File: config.mk
export PLATFORM = sky130hd
export DESIGN_NAME = sorted_timeout_release_list
export DESIGN_NICKNAME = d
export VERILOG_FILES = /design/src/design/stl_pkg.sv /design/src/design/stl_mem.sv /design/src/design/stl_seq.sv /design/src/design/sorted_timeout_release_list.sv
export SDC_FILE = /design/constraint.sdc
export NUM_CORES = 2
export LEC_CHECK = 0
export BUFFER_PORTS_ARGS = -buffer_cell sky130_fd_sc_hd__buf_2
export CAP_MARGIN = 5
export CORE_MARGIN = 3
export CORE_UTILIZATION = 30
export CTS_BUF_LIST = sky130_fd_sc_hd__clkbuf_8 sky130_fd_sc_hd__clkbuf_16
export DETAILED_ROUTE_END_ITERATION = 7
export HOLD_SLACK_MARGIN = 0.12
export PLACE_DENSITY = 0.44
export REMOVE_ABC_BUFFERS = 1
export SYNTH_ARGS = -nofsm -noshare
export SYNTH_HDL_FRONTEND = slang
export SYNTH_SLANG_ARGS = --single-unit
File: constraint.sdc
create_clock -name i_clk -period 19.3 [get_ports i_clk]
set_clock_uncertainty 0.15 [all_clocks]
set_input_delay 3.86 -clock i_clk [delete_from_list [all_inputs] [get_ports i_clk]]
set_output_delay 3.86 -clock i_clk [all_outputs]
set_load 0.05 [all_outputs]
File: src/design/stl_pkg.sv
`timescale 1ns / 1ps
// ----------------------------------------------------------------------------
// stl_pkg
// shared constants, codes and types of the sorted timeout release list
// ----------------------------------------------------------------------------
package stl_pkg;

    localparam int CAPACITY = 32;
    localparam int IDX_W    = $clog2(CAPACITY);
    localparam int CNT_W    = $clog2(CAPACITY + 1);

    // operations
    localparam logic [2:0] OP_ADD     = 3'd0;
    localparam logic [2:0] OP_DELETE  = 3'd1;
    localparam logic [2:0] OP_TICK    = 3'd2;
    localparam logic [2:0] OP_VERDICT = 3'd3;
    localparam logic [2:0] OP_CLEAR   = 3'd4;

    // result kinds
    localparam logic [2:0] RK_ADD_ACK  = 3'd0;
    localparam logic [2:0] RK_DEL_ACK  = 3'd1;
    localparam logic [2:0] RK_EXPIRED  = 3'd2;
    localparam logic [2:0] RK_CLEARED  = 3'd3;
    localparam logic [2:0] RK_VERD_ACK = 3'd4;
    localparam logic [2:0] RK_DONE     = 3'd5;

    // status codes
    localparam logic [1:0] STS_OK        = 2'd0;
    localparam logic [1:0] STS_BAD_TO    = 2'd1;
    localparam logic [1:0] STS_FULL      = 2'd2;
    localparam logic [1:0] STS_NOT_FOUND = 2'd3;

    // slot status
    localparam logic [1:0] SLOT_FREE    = 2'd0;
    localparam logic [1:0] SLOT_ARMED   = 2'd1;
    localparam logic [1:0] SLOT_PENDING = 2'd2;

    // register addresses
    localparam logic [2:0] ADDR_MAX_PER_TICK = 3'd0;
    localparam logic [5:0] MAX_PER_TICK_RST  = 6'd32;

    typedef struct packed {
        logic [31:0] expiry;
        logic [31:0] timeout;
        logic [31:0] id;
        logic [1:0]  status;
    } t_entry;

    typedef struct packed {
        logic             rd_en;
        logic [IDX_W-1:0] rd_addr;
        logic             we;
        logic [IDX_W-1:0] wr_addr;
        t_entry           wr_data;
    } t_mem_req;

    typedef struct packed {
        logic [2:0]  kind;
        logic [1:0]  status;
        logic [31:0] id;
        logic        forced;
        logic        last;
        logic [5:0]  active;
    } t_result;

endpackage

File: src/design/stl_mem.sv
`timescale 1ns / 1ps
// ----------------------------------------------------------------------------
// stl_mem
// entry store: one write port, one read port with registered data
// ----------------------------------------------------------------------------
module stl_mem (
    input  logic              i_clk,
    input  stl_pkg::t_mem_req i_req,
    output stl_pkg::t_entry   o_rd_data
);

    stl_pkg::t_entry r_mem [stl_pkg::CAPACITY];
    stl_pkg::t_entry r_rd_data;

    always_ff @(posedge i_clk) begin
        if (i_req.we) begin
            r_mem[i_req.wr_addr] <= i_req.wr_data;
        end
        if (i_req.rd_en) begin
            r_rd_data <= r_mem[i_req.rd_addr];
        end
    end

    assign o_rd_data = r_rd_data;

endmodule

File: src/design/stl_seq.sv
`timescale 1ns / 1ps
// ----------------------------------------------------------------------------
// stl_seq
// sequencer: scans, shifts and rewrites the entry store, produces results
// ----------------------------------------------------------------------------
module stl_seq (
    input  logic                        i_clk,
    input  logic                        i_rst_n,
    input  logic                        i_in_valid,
    output logic                        o_in_ready,
    input  logic [2:0]                  i_operation,
    input  logic [31:0]                 i_now_time,
    input  logic [31:0]                 i_timeout_len,
    input  logic [31:0]                 i_entry_ref,
    input  logic                        i_retry,
    input  logic [stl_pkg::CNT_W-1:0]   i_lim,
    input  logic                        i_out_free,
    output logic                        o_res_valid,
    output stl_pkg::t_result            o_res,
    output stl_pkg::t_mem_req           o_mem,
    input  stl_pkg::t_entry             i_rd_data
);

    localparam int CW = stl_pkg::CNT_W;
    localparam int IW = stl_pkg::IDX_W;

    typedef enum logic [2:0] {
        S_IDLE, S_SCAN, S_INS_SHIFT, S_INS_WR, S_REM_SHIFT, S_ACK, S_DONE
    } t_state;

    typedef enum logic [2:0] {
        M_ADD, M_DEL, M_VER, M_TCNT, M_TEMIT, M_CLR
    } t_mode;

    t_state        r_state, n_state;
    t_mode         r_mode, n_mode;
    logic [CW-1:0] r_ra, n_ra;
    logic          r_dv, n_dv;
    logic [IW-1:0] r_di, n_di;
    logic [CW-1:0] r_pos, n_pos;
    logic [CW-1:0] r_used, n_used;
    logic [CW-1:0] r_armed, n_armed;
    logic [CW-1:0] r_cnt, n_cnt;
    logic [CW-1:0] r_ecnt, n_ecnt;
    logic [31:0]   r_last_id, n_last_id;
    logic [31:0]   r_exp, n_exp;
    logic [31:0]   r_to, n_to;
    logic [31:0]   r_id, n_id;
    logic [31:0]   r_now, n_now;
    logic          r_retry, n_retry;
    logic [2:0]    r_ack_kind, n_ack_kind;
    logic [1:0]    r_ack_st, n_ack_st;
    logic [31:0]   r_ack_id, n_ack_id;

    logic          d_armed, d_pend, need_out, consume, hit, issue;
    logic [31:0]   new_id;

    always_comb begin
        n_state    = r_state;
        n_mode     = r_mode;
        n_ra       = r_ra;
        n_dv       = r_dv;
        n_di       = r_di;
        n_pos      = r_pos;
        n_used     = r_used;
        n_armed    = r_armed;
        n_cnt      = r_cnt;
        n_ecnt     = r_ecnt;
        n_last_id  = r_last_id;
        n_exp      = r_exp;
        n_to       = r_to;
        n_id       = r_id;
        n_now      = r_now;
        n_retry    = r_retry;
        n_ack_kind = r_ack_kind;
        n_ack_st   = r_ack_st;
        n_ack_id   = r_ack_id;

        o_mem         = '0;
        o_res_valid   = 1'b0;
        o_res         = '0;
        o_res.active  = 6'(r_armed);
        o_in_ready    = (r_state == S_IDLE);

        d_armed  = (i_rd_data.status == stl_pkg::SLOT_ARMED);
        d_pend   = (i_rd_data.status == stl_pkg::SLOT_PENDING);
        need_out = (r_mode == M_CLR) || ((r_mode == M_TEMIT) && d_armed);
        consume  = r_dv && (!need_out || i_out_free);
        hit      = 1'b0;
        issue    = 1'b0;
        new_id   = r_last_id + 32'd1;
        if (new_id == 32'd0) begin
            new_id = 32'd1;
        end

        case (r_state)
            S_IDLE: begin
                if (i_in_valid) begin
                    n_ra = '0;
                    n_dv = 1'b0;
                    case (i_operation)
                        stl_pkg::OP_ADD: begin
                            n_ack_kind = stl_pkg::RK_ADD_ACK;
                            n_ack_id   = '0;
                            if (i_timeout_len == 32'd0) begin
                                n_ack_st = stl_pkg::STS_BAD_TO;
                                n_state  = S_ACK;
                            end else if (r_used >= CW'(stl_pkg::CAPACITY)) begin
                                n_ack_st = stl_pkg::STS_FULL;
                                n_state  = S_ACK;
                            end else begin
                                n_last_id = new_id;
                                n_id      = new_id;
                                n_exp     = i_now_time + i_timeout_len;
                                n_to      = i_timeout_len;
                                n_ack_st  = stl_pkg::STS_OK;
                                n_ack_id  = new_id;
                                n_mode    = M_ADD;
                                n_state   = S_SCAN;
                            end
                        end
                        stl_pkg::OP_DELETE: begin
                            n_id       = i_entry_ref;
                            n_ack_kind = stl_pkg::RK_DEL_ACK;
                            n_mode     = M_DEL;
                            n_state    = S_SCAN;
                        end
                        stl_pkg::OP_TICK: begin
                            n_now   = i_now_time;
                            n_cnt   = '0;
                            n_mode  = M_TCNT;
                            n_state = S_SCAN;
                        end
                        stl_pkg::OP_VERDICT: begin
                            n_id       = i_entry_ref;
                            n_now      = i_now_time;
                            n_retry    = i_retry;
                            n_ack_kind = stl_pkg::RK_VERD_ACK;
                            n_mode     = M_VER;
                            n_state    = S_SCAN;
                        end
                        stl_pkg::OP_CLEAR: begin
                            n_armed = '0;
                            n_mode  = M_CLR;
                            n_state = S_SCAN;
                        end
                        default: begin
                        end
                    endcase
                end
            end

            S_SCAN: begin
                // look at the entry whose read came back
                if (consume) begin
                    case (r_mode)
                        M_ADD: begin
                            hit = d_armed && (i_rd_data.expiry > r_exp);
                            if (hit) begin
                                n_pos   = CW'(r_di);
                                n_ra    = r_used;
                                n_state = S_INS_SHIFT;
                            end
                        end
                        M_DEL, M_VER: begin
                            hit = (i_rd_data.id == r_id) &&
                                  ((r_mode == M_DEL) ? d_armed : d_pend);
                            if (hit) begin
                                n_pos   = CW'(r_di);
                                n_to    = i_rd_data.timeout;
                                n_ra    = CW'(r_di) + CW'(1);
                                n_state = S_REM_SHIFT;
                            end
                        end
                        M_TCNT: begin
                            if (d_armed) begin
                                if (i_rd_data.expiry > r_now || r_cnt >= i_lim) begin
                                    hit = 1'b1;
                                end else begin
                                    n_cnt = r_cnt + CW'(1);
                                end
                            end
                        end
                        M_TEMIT: begin
                            if (d_armed) begin
                                o_res_valid = 1'b1;
                                o_res.kind  = stl_pkg::RK_EXPIRED;
                                o_res.id    = i_rd_data.id;
                                o_mem.we      = 1'b1;
                                o_mem.wr_addr = r_di;
                                o_mem.wr_data = i_rd_data;
                                o_mem.wr_data.status = stl_pkg::SLOT_PENDING;
                                n_ecnt = r_ecnt + CW'(1);
                                if (r_ecnt + CW'(1) == r_cnt) begin
                                    hit     = 1'b1;
                                    n_state = S_DONE;
                                end
                            end
                        end
                        M_CLR: begin
                            o_res_valid  = 1'b1;
                            o_res.kind   = stl_pkg::RK_CLEARED;
                            o_res.id     = i_rd_data.id;
                            o_res.forced = 1'b1;
                        end
                        default: begin
                        end
                    endcase
                end

                issue = !hit && (!r_dv || consume) && (r_ra < r_used);
                if (issue) begin
                    o_mem.rd_en   = 1'b1;
                    o_mem.rd_addr = r_ra[IW-1:0];
                    n_di = r_ra[IW-1:0];
                    n_ra = r_ra + CW'(1);
                end
                n_dv = issue || (r_dv && !consume);

                // tick count pass finished, by a stop or at the end of the list
                if ((r_mode == M_TCNT) &&
                    (hit || (!issue && (!r_dv || consume)))) begin
                    n_armed = r_armed - n_cnt;
                    n_dv    = 1'b0;
                    n_ra    = '0;
                    n_ecnt  = '0;
                    if (n_cnt == '0) begin
                        n_state = S_DONE;
                    end else begin
                        n_mode = M_TEMIT;
                    end
                end else if (!hit && !issue && (!r_dv || consume)) begin
                    // end of the list without a match
                    case (r_mode)
                        M_ADD: begin
                            n_pos   = r_used;
                            n_ra    = r_used;
                            n_state = S_INS_SHIFT;
                        end
                        M_DEL, M_VER: begin
                            n_ack_st = stl_pkg::STS_NOT_FOUND;
                            n_ack_id = '0;
                            n_state  = S_ACK;
                        end
                        M_CLR: begin
                            n_used  = '0;
                            n_state = S_DONE;
                        end
                        default: begin
                            n_state = S_DONE;
                        end
                    endcase
                end
            end

            S_INS_SHIFT: begin
                // move entries pos..used-1 up by one, top first
                if (r_dv) begin
                    o_mem.we      = 1'b1;
                    o_mem.wr_addr = r_di + IW'(1);
                    o_mem.wr_data = i_rd_data;
                end
                issue = (r_ra > r_pos);
                if (issue) begin
                    o_mem.rd_en   = 1'b1;
                    o_mem.rd_addr = IW'(r_ra - CW'(1));
                    n_di = IW'(r_ra - CW'(1));
                    n_ra = r_ra - CW'(1);
                end
                n_dv = issue;
                if (!issue && !r_dv) begin
                    n_state = S_INS_WR;
                end
            end

            S_INS_WR: begin
                o_mem.we             = 1'b1;
                o_mem.wr_addr        = r_pos[IW-1:0];
                o_mem.wr_data.expiry = r_exp;
                o_mem.wr_data.timeout = r_to;
                o_mem.wr_data.id     = r_id;
                o_mem.wr_data.status = stl_pkg::SLOT_ARMED;
                n_used   = r_used + CW'(1);
                n_armed  = r_armed + CW'(1);
                n_ack_st = stl_pkg::STS_OK;
                n_ack_id = r_id;
                n_state  = S_ACK;
            end

            S_REM_SHIFT: begin
                // move entries pos+1..used-1 down by one
                if (r_dv) begin
                    o_mem.we      = 1'b1;
                    o_mem.wr_addr = r_di - IW'(1);
                    o_mem.wr_data = i_rd_data;
                end
                issue = (r_ra < r_used);
                if (issue) begin
                    o_mem.rd_en   = 1'b1;
                    o_mem.rd_addr = r_ra[IW-1:0];
                    n_di = r_ra[IW-1:0];
                    n_ra = r_ra + CW'(1);
                end
                n_dv = issue;
                if (!issue && !r_dv) begin
                    n_used   = r_used - CW'(1);
                    n_ack_st = stl_pkg::STS_OK;
                    n_ack_id = r_id;
                    if (r_mode == M_DEL) begin
                        n_armed = r_armed - CW'(1);
                        n_state = S_ACK;
                    end else if (r_retry) begin
                        // re-arm: search the insert position again
                        n_exp   = r_now + r_to;
                        n_mode  = M_ADD;
                        n_ra    = '0;
                        n_state = S_SCAN;
                    end else begin
                        n_state = S_ACK;
                    end
                end
            end

            S_ACK: begin
                o_res_valid  = 1'b1;
                o_res.kind   = r_ack_kind;
                o_res.status = r_ack_st;
                o_res.id     = r_ack_id;
                o_res.last   = 1'b1;
                if (i_out_free) begin
                    n_state = S_IDLE;
                end
            end

            S_DONE: begin
                o_res_valid = 1'b1;
                o_res.kind  = stl_pkg::RK_DONE;
                o_res.last  = 1'b1;
                if (i_out_free) begin
                    n_state = S_IDLE;
                end
            end

            default: begin
                n_state = S_IDLE;
            end
        endcase
    end

    always_ff @(posedge i_clk) begin
        if (!i_rst_n) begin
            r_state   <= S_IDLE;
            r_mode    <= M_ADD;
            r_dv      <= 1'b0;
            r_used    <= '0;
            r_armed   <= '0;
            r_last_id <= '0;
        end else begin
            r_state   <= n_state;
            r_mode    <= n_mode;
            r_dv      <= n_dv;
            r_used    <= n_used;
            r_armed   <= n_armed;
            r_last_id <= n_last_id;
        end
        r_ra       <= n_ra;
        r_di       <= n_di;
        r_pos      <= n_pos;
        r_cnt      <= n_cnt;
        r_ecnt     <= n_ecnt;
        r_exp      <= n_exp;
        r_to       <= n_to;
        r_id       <= n_id;
        r_now      <= n_now;
        r_retry    <= n_retry;
        r_ack_kind <= n_ack_kind;
        r_ack_st   <= n_ack_st;
        r_ack_id   <= n_ack_id;
    end

endmodule

File: src/design/sorted_timeout_release_list.sv
`timescale 1ns / 1ps
// ----------------------------------------------------------------------------
// sorted_timeout_release_list
// timeout entries kept in expiry order in one entry store; add, delete,
// tick, verdict and clear items, with a max_per_tick register
// ----------------------------------------------------------------------------
//  channel   direction  handshake                   payload
//  input     in         i_in_valid / o_in_ready     operation, now, timeout, ref, retry
//  result    out        o_out_valid / i_out_ready   kind, status, id, forced, last, count
//  config    in         psel, penable, pwrite       paddr, pwdata, prdata (max_per_tick)
//
//  one item at a time; an add scans for its place, shifts entries up and writes it;
//  a delete or verdict scans and shifts entries down; a re-arming verdict then scans,
//  shifts up and writes once more; a tick counts due entries, then emits; a clear
//  emits every entry; the single read port gives one slot read per cycle unless stalled
//  synchronous active-low reset empties the list through the fill count, no sweep
//  a stalled result stops a tick or clear scan in place; emission resumes when it is taken
// ----------------------------------------------------------------------------
module sorted_timeout_release_list (
    input  logic        i_clk,
    input  logic        i_rst_n,
    // input items
    input  logic        i_in_valid,
    output logic        o_in_ready,
    input  logic [2:0]  i_operation,
    input  logic [31:0] i_now_time,
    input  logic [31:0] i_timeout_len,
    input  logic [31:0] i_entry_ref,
    input  logic        i_retry,
    // result items
    output logic        o_out_valid,
    input  logic        i_out_ready,
    output logic [2:0]  o_result_kind,
    output logic [1:0]  o_status,
    output logic [31:0] o_entry_id,
    output logic        o_forced,
    output logic        o_last,
    output logic [5:0]  o_active_count,
    // register port
    input  logic        psel,
    input  logic        penable,
    input  logic        pwrite,
    input  logic [2:0]  paddr,
    input  logic [31:0] pwdata,
    output logic [31:0] prdata,
    output logic        pready
);

    localparam int CW = stl_pkg::CNT_W;

    logic [5:0]        r_max_per_tick;
    logic [CW-1:0]     lim;
    logic              out_free;
    logic              res_valid;
    stl_pkg::t_result  res;
    stl_pkg::t_mem_req mem_req;
    stl_pkg::t_entry   rd_data;
    logic              r_out_valid;
    stl_pkg::t_result  r_out;

    // register port, always ready
    assign pready = 1'b1;
    assign prdata = (paddr == stl_pkg::ADDR_MAX_PER_TICK) ? {26'd0, r_max_per_tick} : 32'd0;

    always_ff @(posedge i_clk) begin
        if (!i_rst_n) begin
            r_max_per_tick <= stl_pkg::MAX_PER_TICK_RST;
        end else if (psel && penable && pwrite && pready &&
                     paddr == stl_pkg::ADDR_MAX_PER_TICK) begin
            r_max_per_tick <= pwdata[5:0];
        end
    end

    // per-tick cap: zero acts as one, anything above capacity as capacity
    always_comb begin
        if (r_max_per_tick == 6'd0) begin
            lim = CW'(1);
        end else if (int'(r_max_per_tick) > stl_pkg::CAPACITY) begin
            lim = CW'(stl_pkg::CAPACITY);
        end else begin
            lim = CW'(r_max_per_tick);
        end
    end

    // result register between the sequencer and the consumer
    assign out_free = !r_out_valid || i_out_ready;

    always_ff @(posedge i_clk) begin
        if (!i_rst_n) begin
            r_out_valid <= 1'b0;
        end else if (out_free) begin
            r_out_valid <= res_valid;
        end
        if (out_free) begin
            r_out <= res;
        end
    end

    assign o_out_valid    = r_out_valid;
    assign o_result_kind  = r_out.kind;
    assign o_status       = r_out.status;
    assign o_entry_id     = r_out.id;
    assign o_forced       = r_out.forced;
    assign o_last         = r_out.last;
    assign o_active_count = r_out.active;

    stl_seq u_seq (
        .i_clk         (i_clk),
        .i_rst_n       (i_rst_n),
        .i_in_valid    (i_in_valid),
        .o_in_ready    (o_in_ready),
        .i_operation   (i_operation),
        .i_now_time    (i_now_time),
        .i_timeout_len (i_timeout_len),
        .i_entry_ref   (i_entry_ref),
        .i_retry       (i_retry),
        .i_lim         (lim),
        .i_out_free    (out_free),
        .o_res_valid   (res_valid),
        .o_res         (res),
        .o_mem         (mem_req),
        .i_rd_data     (rd_data)
    );

    stl_mem u_mem (
        .i_clk     (i_clk),
        .i_req     (mem_req),
        .o_rd_data (rd_data)
    );

endmodule
==> reports/summary.txt <==
Post-Synth XOR/XNOR Area = 0.0103
Layout cells sized above 1 = 0.0982
Max H-tree Level = 5
Largest net degree at the start of global routing = 174
Fin cells = 17.3k
Initial Util = 0.302
Cell count of the worst hold path = 2
Total Wirelength = 499 mm
Worst Min Path Start = u_seq.r_used[5]$_SDFFE_PN0P_
Die H = 699 um
Syn-to-layout area delta = 14.5%
Initial DRC Count = 9091
Worst path arrival time = 10.13 ns
Clock slew at reported path FFs = 0.06 ns
Leakage power = 0.0555 uW
Pwr Density = 136 mW/mm2
Startpoint Class = primary input
RSZ-0062 raised after global routing = false
Dominant cell type by area after synthesis = edfxtp_1
Setup CP Type = in -> reg
Dominant combinational cell family by area after synthesis = simple AND/OR/NAND/NOR gates
Post-synth EDFFs = 3473
Vias per inst = 5.27
Vias in the first global route = 89.0k
Synth Cell Area = 0.144 mm2
Critical Path End Type = register
Clk network pwr share = 0.317
Worst r2r path cells = 19
Area share of fa/ha/maj cells after synthesis = 0.0145
Status = complete, but fails checks
Ys Warns = 0
Crit path max fanout = 67
1st-pass router iterations = 8
PostCTS Resize Cnt = 0
Minimum period implied by the final worst setup slack = 9.57 ns
Top cell type's share of synthesized area = 0.723
GRT Total Usage = 0.197
Die area = 0.489 mm2
CP dominant cell by count = buf_4
Worst slew pin tran = 1.36 ns
Setup repair bufs after CTS = 0
Syn_area_per_cell = 13.7 um2
Worst-path cell chain = buf_2 > nor2b_1 > buf_4 > o21ai_0 > nor3b_1 > nand2_1 > and3_1 > nand4_2 > buf_4 > nand2_4 > buf_4 > buf_4 > buf_4 > buf_4 > mux2i_1 > o22ai_1 > a21oi_1 > nand4_1
Cell count after synthesis = 10.5k
Tcrit/Tclk final = 0.496
CP peak stage delay = 0.89 ns
CP Depth = 18
VDD IR max = 0.170 mV
Post-route ant nets = 0
First-pass GRT wire length = 693 mm
Placed cells = 16.6k
Violated checks = design-rule violations
Final setup viols = 0
Routability cong. = 0.850
Max Cap Viol = 0
Buf/Inv on CP = 7
FF-to-FF setup slack = 9.78 ns
Remaining DRCs = 1
Endpoints failing hold = 0
CTS Sinks = 3531
Synth Flop Type = edfxtp_1
Overall power = 22500 uW
Combinational power share = 0.260
CTS tree = yes
Routed WL per cell = 28.8 um
HPWL Detailed = 263 mm
Crit-path slowest cell = buf_4
Via count = 91.5k
Layout fillers = 45.9k
Fmax = 105 MHz
Antenna violations before repair = 23
Worst-Skew Late Latency = 1.01 ns
Crit path required time = 19.86 ns
Worst r2r src = u_mem.o_rd_data[89]$_DFFE_PP_
DIE WIDTH = 699 um
Finished Core Util = 0.346
# rows = 253
Sw Ratio = 0.345
Gr ovfl total = 0
Hold WS = 0.378 ns
Seq/Total Area, Yosys = 0.731
Slew headroom = 0.0904
Final Slew Violations = 0
Simple-Gate Fraction of Synth Area = 0.100
R2R Path End = u_mem.o_rd_data[72]$_DFFE_PP_
Switching Power = 7750 uW
Int Pwr = 14700 uW
Multiplexer share of the synthesized area = 0.0303
HP Class = reg -> reg
Async S/R FF share, synth = 0
#FFs+latches synth = 3531
IO Port Bufs = 168
CP top delay family = buffers and inverters
CTS buffer count = 379
Count of cell types in the netlist = 93
Clk buf depth = 4
Compound-gate portion of the synthesized area = 0.0901
Clock root cell = clkbuf_16
Worst Hold End = u_seq.r_used[5]$_SDFFE_PN0P_
Area of the core = 0.477 mm2
Synth top area cells = edfxtp_1 72%, nand2_1 5.9%, mux2i_1 3.0%
Final nets = 11.0k
Io pins = 222
Reg power frac = 0.423
# hold bufs at CTS = 0
-- cell usage in the layout (no fill, tap or decap), types with 112 or more instances in the layout --
cell	Yosys	layout
edfxtp_1	3473	3473
nand2_1	2268	2262
a21oi_1	861	860
nand3_1	458	457
mux2i_1	432	432
clkbuf_16	0	384
a31oi_1	275	275
buf_4	57	205
inv_1	112	179
nor2_1	208	174
a32oi_1	172	172
buf_2	136	168
ha_1	161	161
nand4_1	148	148
o21ai_0	160	128
a221oi_1	125	124
xnor2_1	112	112
-- state kept, by name (all words and copies together) (netlist names), 32 cells and up --
register	flops
u_seq.r_id	32
u_seq.r_to	32
u_seq.r_now	32
o_entry_id	32
u_mem.o_rd_data	98
u_seq.r_ack_id	32
u_mem.r_mem	3136
u_seq.r_exp	32
u_seq.r_last_id	32
-- cell usage after synthesis (148+ instances only) --
master / n
edfxtp_1: 3473
nand2_1: 2268
a21oi_1: 861
nand3_1: 458
mux2i_1: 432
clkbuf_1: 387
a31oi_1: 275
nor2_1: 208
a32oi_1: 172
ha_1: 161
o21ai_0: 160
nand4_1: 148
-- cells by family (layout without fill, tap and decap cells) --
group	count (synthesis)	in the layout
flops	3531	3531
simple gates	3382	3382
compound gates	2047	2047
buf+inv	775	1212
mux	436	436
xor+xnor	168	168
fa+ha+maj	165	165
other cells	2	33
-- worst max-delay path by stage --
stage,startpoint,to,slack [ns]
floorplan,i_out_ready,u_mem.o_rd_data[96]$_DFFE_PP_,-21.73
global placement,i_out_ready,u_mem.o_rd_data[72]$_DFFE_PP_,8.74
detailed placement,i_out_ready,u_mem.o_rd_data[70]$_DFFE_PP_,8.74
CTS,i_out_ready,u_mem.o_rd_data[44]$_DFFE_PP_,9.79
global route,i_out_ready,u_mem.o_rd_data[70]$_DFFE_PP_,9.40
finish,i_out_ready,u_mem.o_rd_data[72]$_DFFE_PP_,9.73
-- worst min-delay path: cells and delay by family (launching register included) --
family         cells  cell delay (ns)
flip-flops         1             0.32
AO/OA/AOI/OAI      2             0.15
-- cell type report --
cell class / instances / area [um2] / share of cell area
multi-input combinational: 6225 / 36100 / 0.219
inverter: 114 / 429 / 0.00260
timing repair buffer: 405 / 3000 / 0.0182
clock buffer: 384 / 9610 / 0.0582
tap: 6375 / 7980 / 0.0483
antenna: 6 / 15.0 / 0.0000910
clock inverter: 309 / 2490 / 0.0151
sequential: 3531 / 105000 / 0.639
-- metrics by stage --
stage,setup WS [ns],setup TNS [ns],area (um2)
detailed placement,8.74,0,153000
finish,9.73,0,165000
CTS,9.79,0,165000
global placement,8.74,0,153000
floorplan,-21.73,-2115.79,141000
global route,9.40,0,165000
-- routing by layer --
layer / vias to the layer above / GRT usage / routed length, um
li1: 40001 / - / -
met1: 47591 / 0.258 / 209000
met2: 3157 / 0.342 / 247000
met3: 737 / 0.0211 / 25900
met4: 2 / 0.0633 / 17000
met5: - / 0 / 13
-- power by group through the flow --
| stage | combinational, uW | sequential [uW] | clock (uW) |
|---|---|---|---|
| CTS | 5890 | 9520 | 7290 |
| finish | 5840 | 9520 | 7130 |
| floorplan | 5480 | 9570 | 0 |
| global route | 6310 | 9540 | 7590 |
| detailed placement | 5860 | 9670 | 0 |
| global placement | 5810 | 9680 | 0 |
Power figures use the tool's default switching activity.
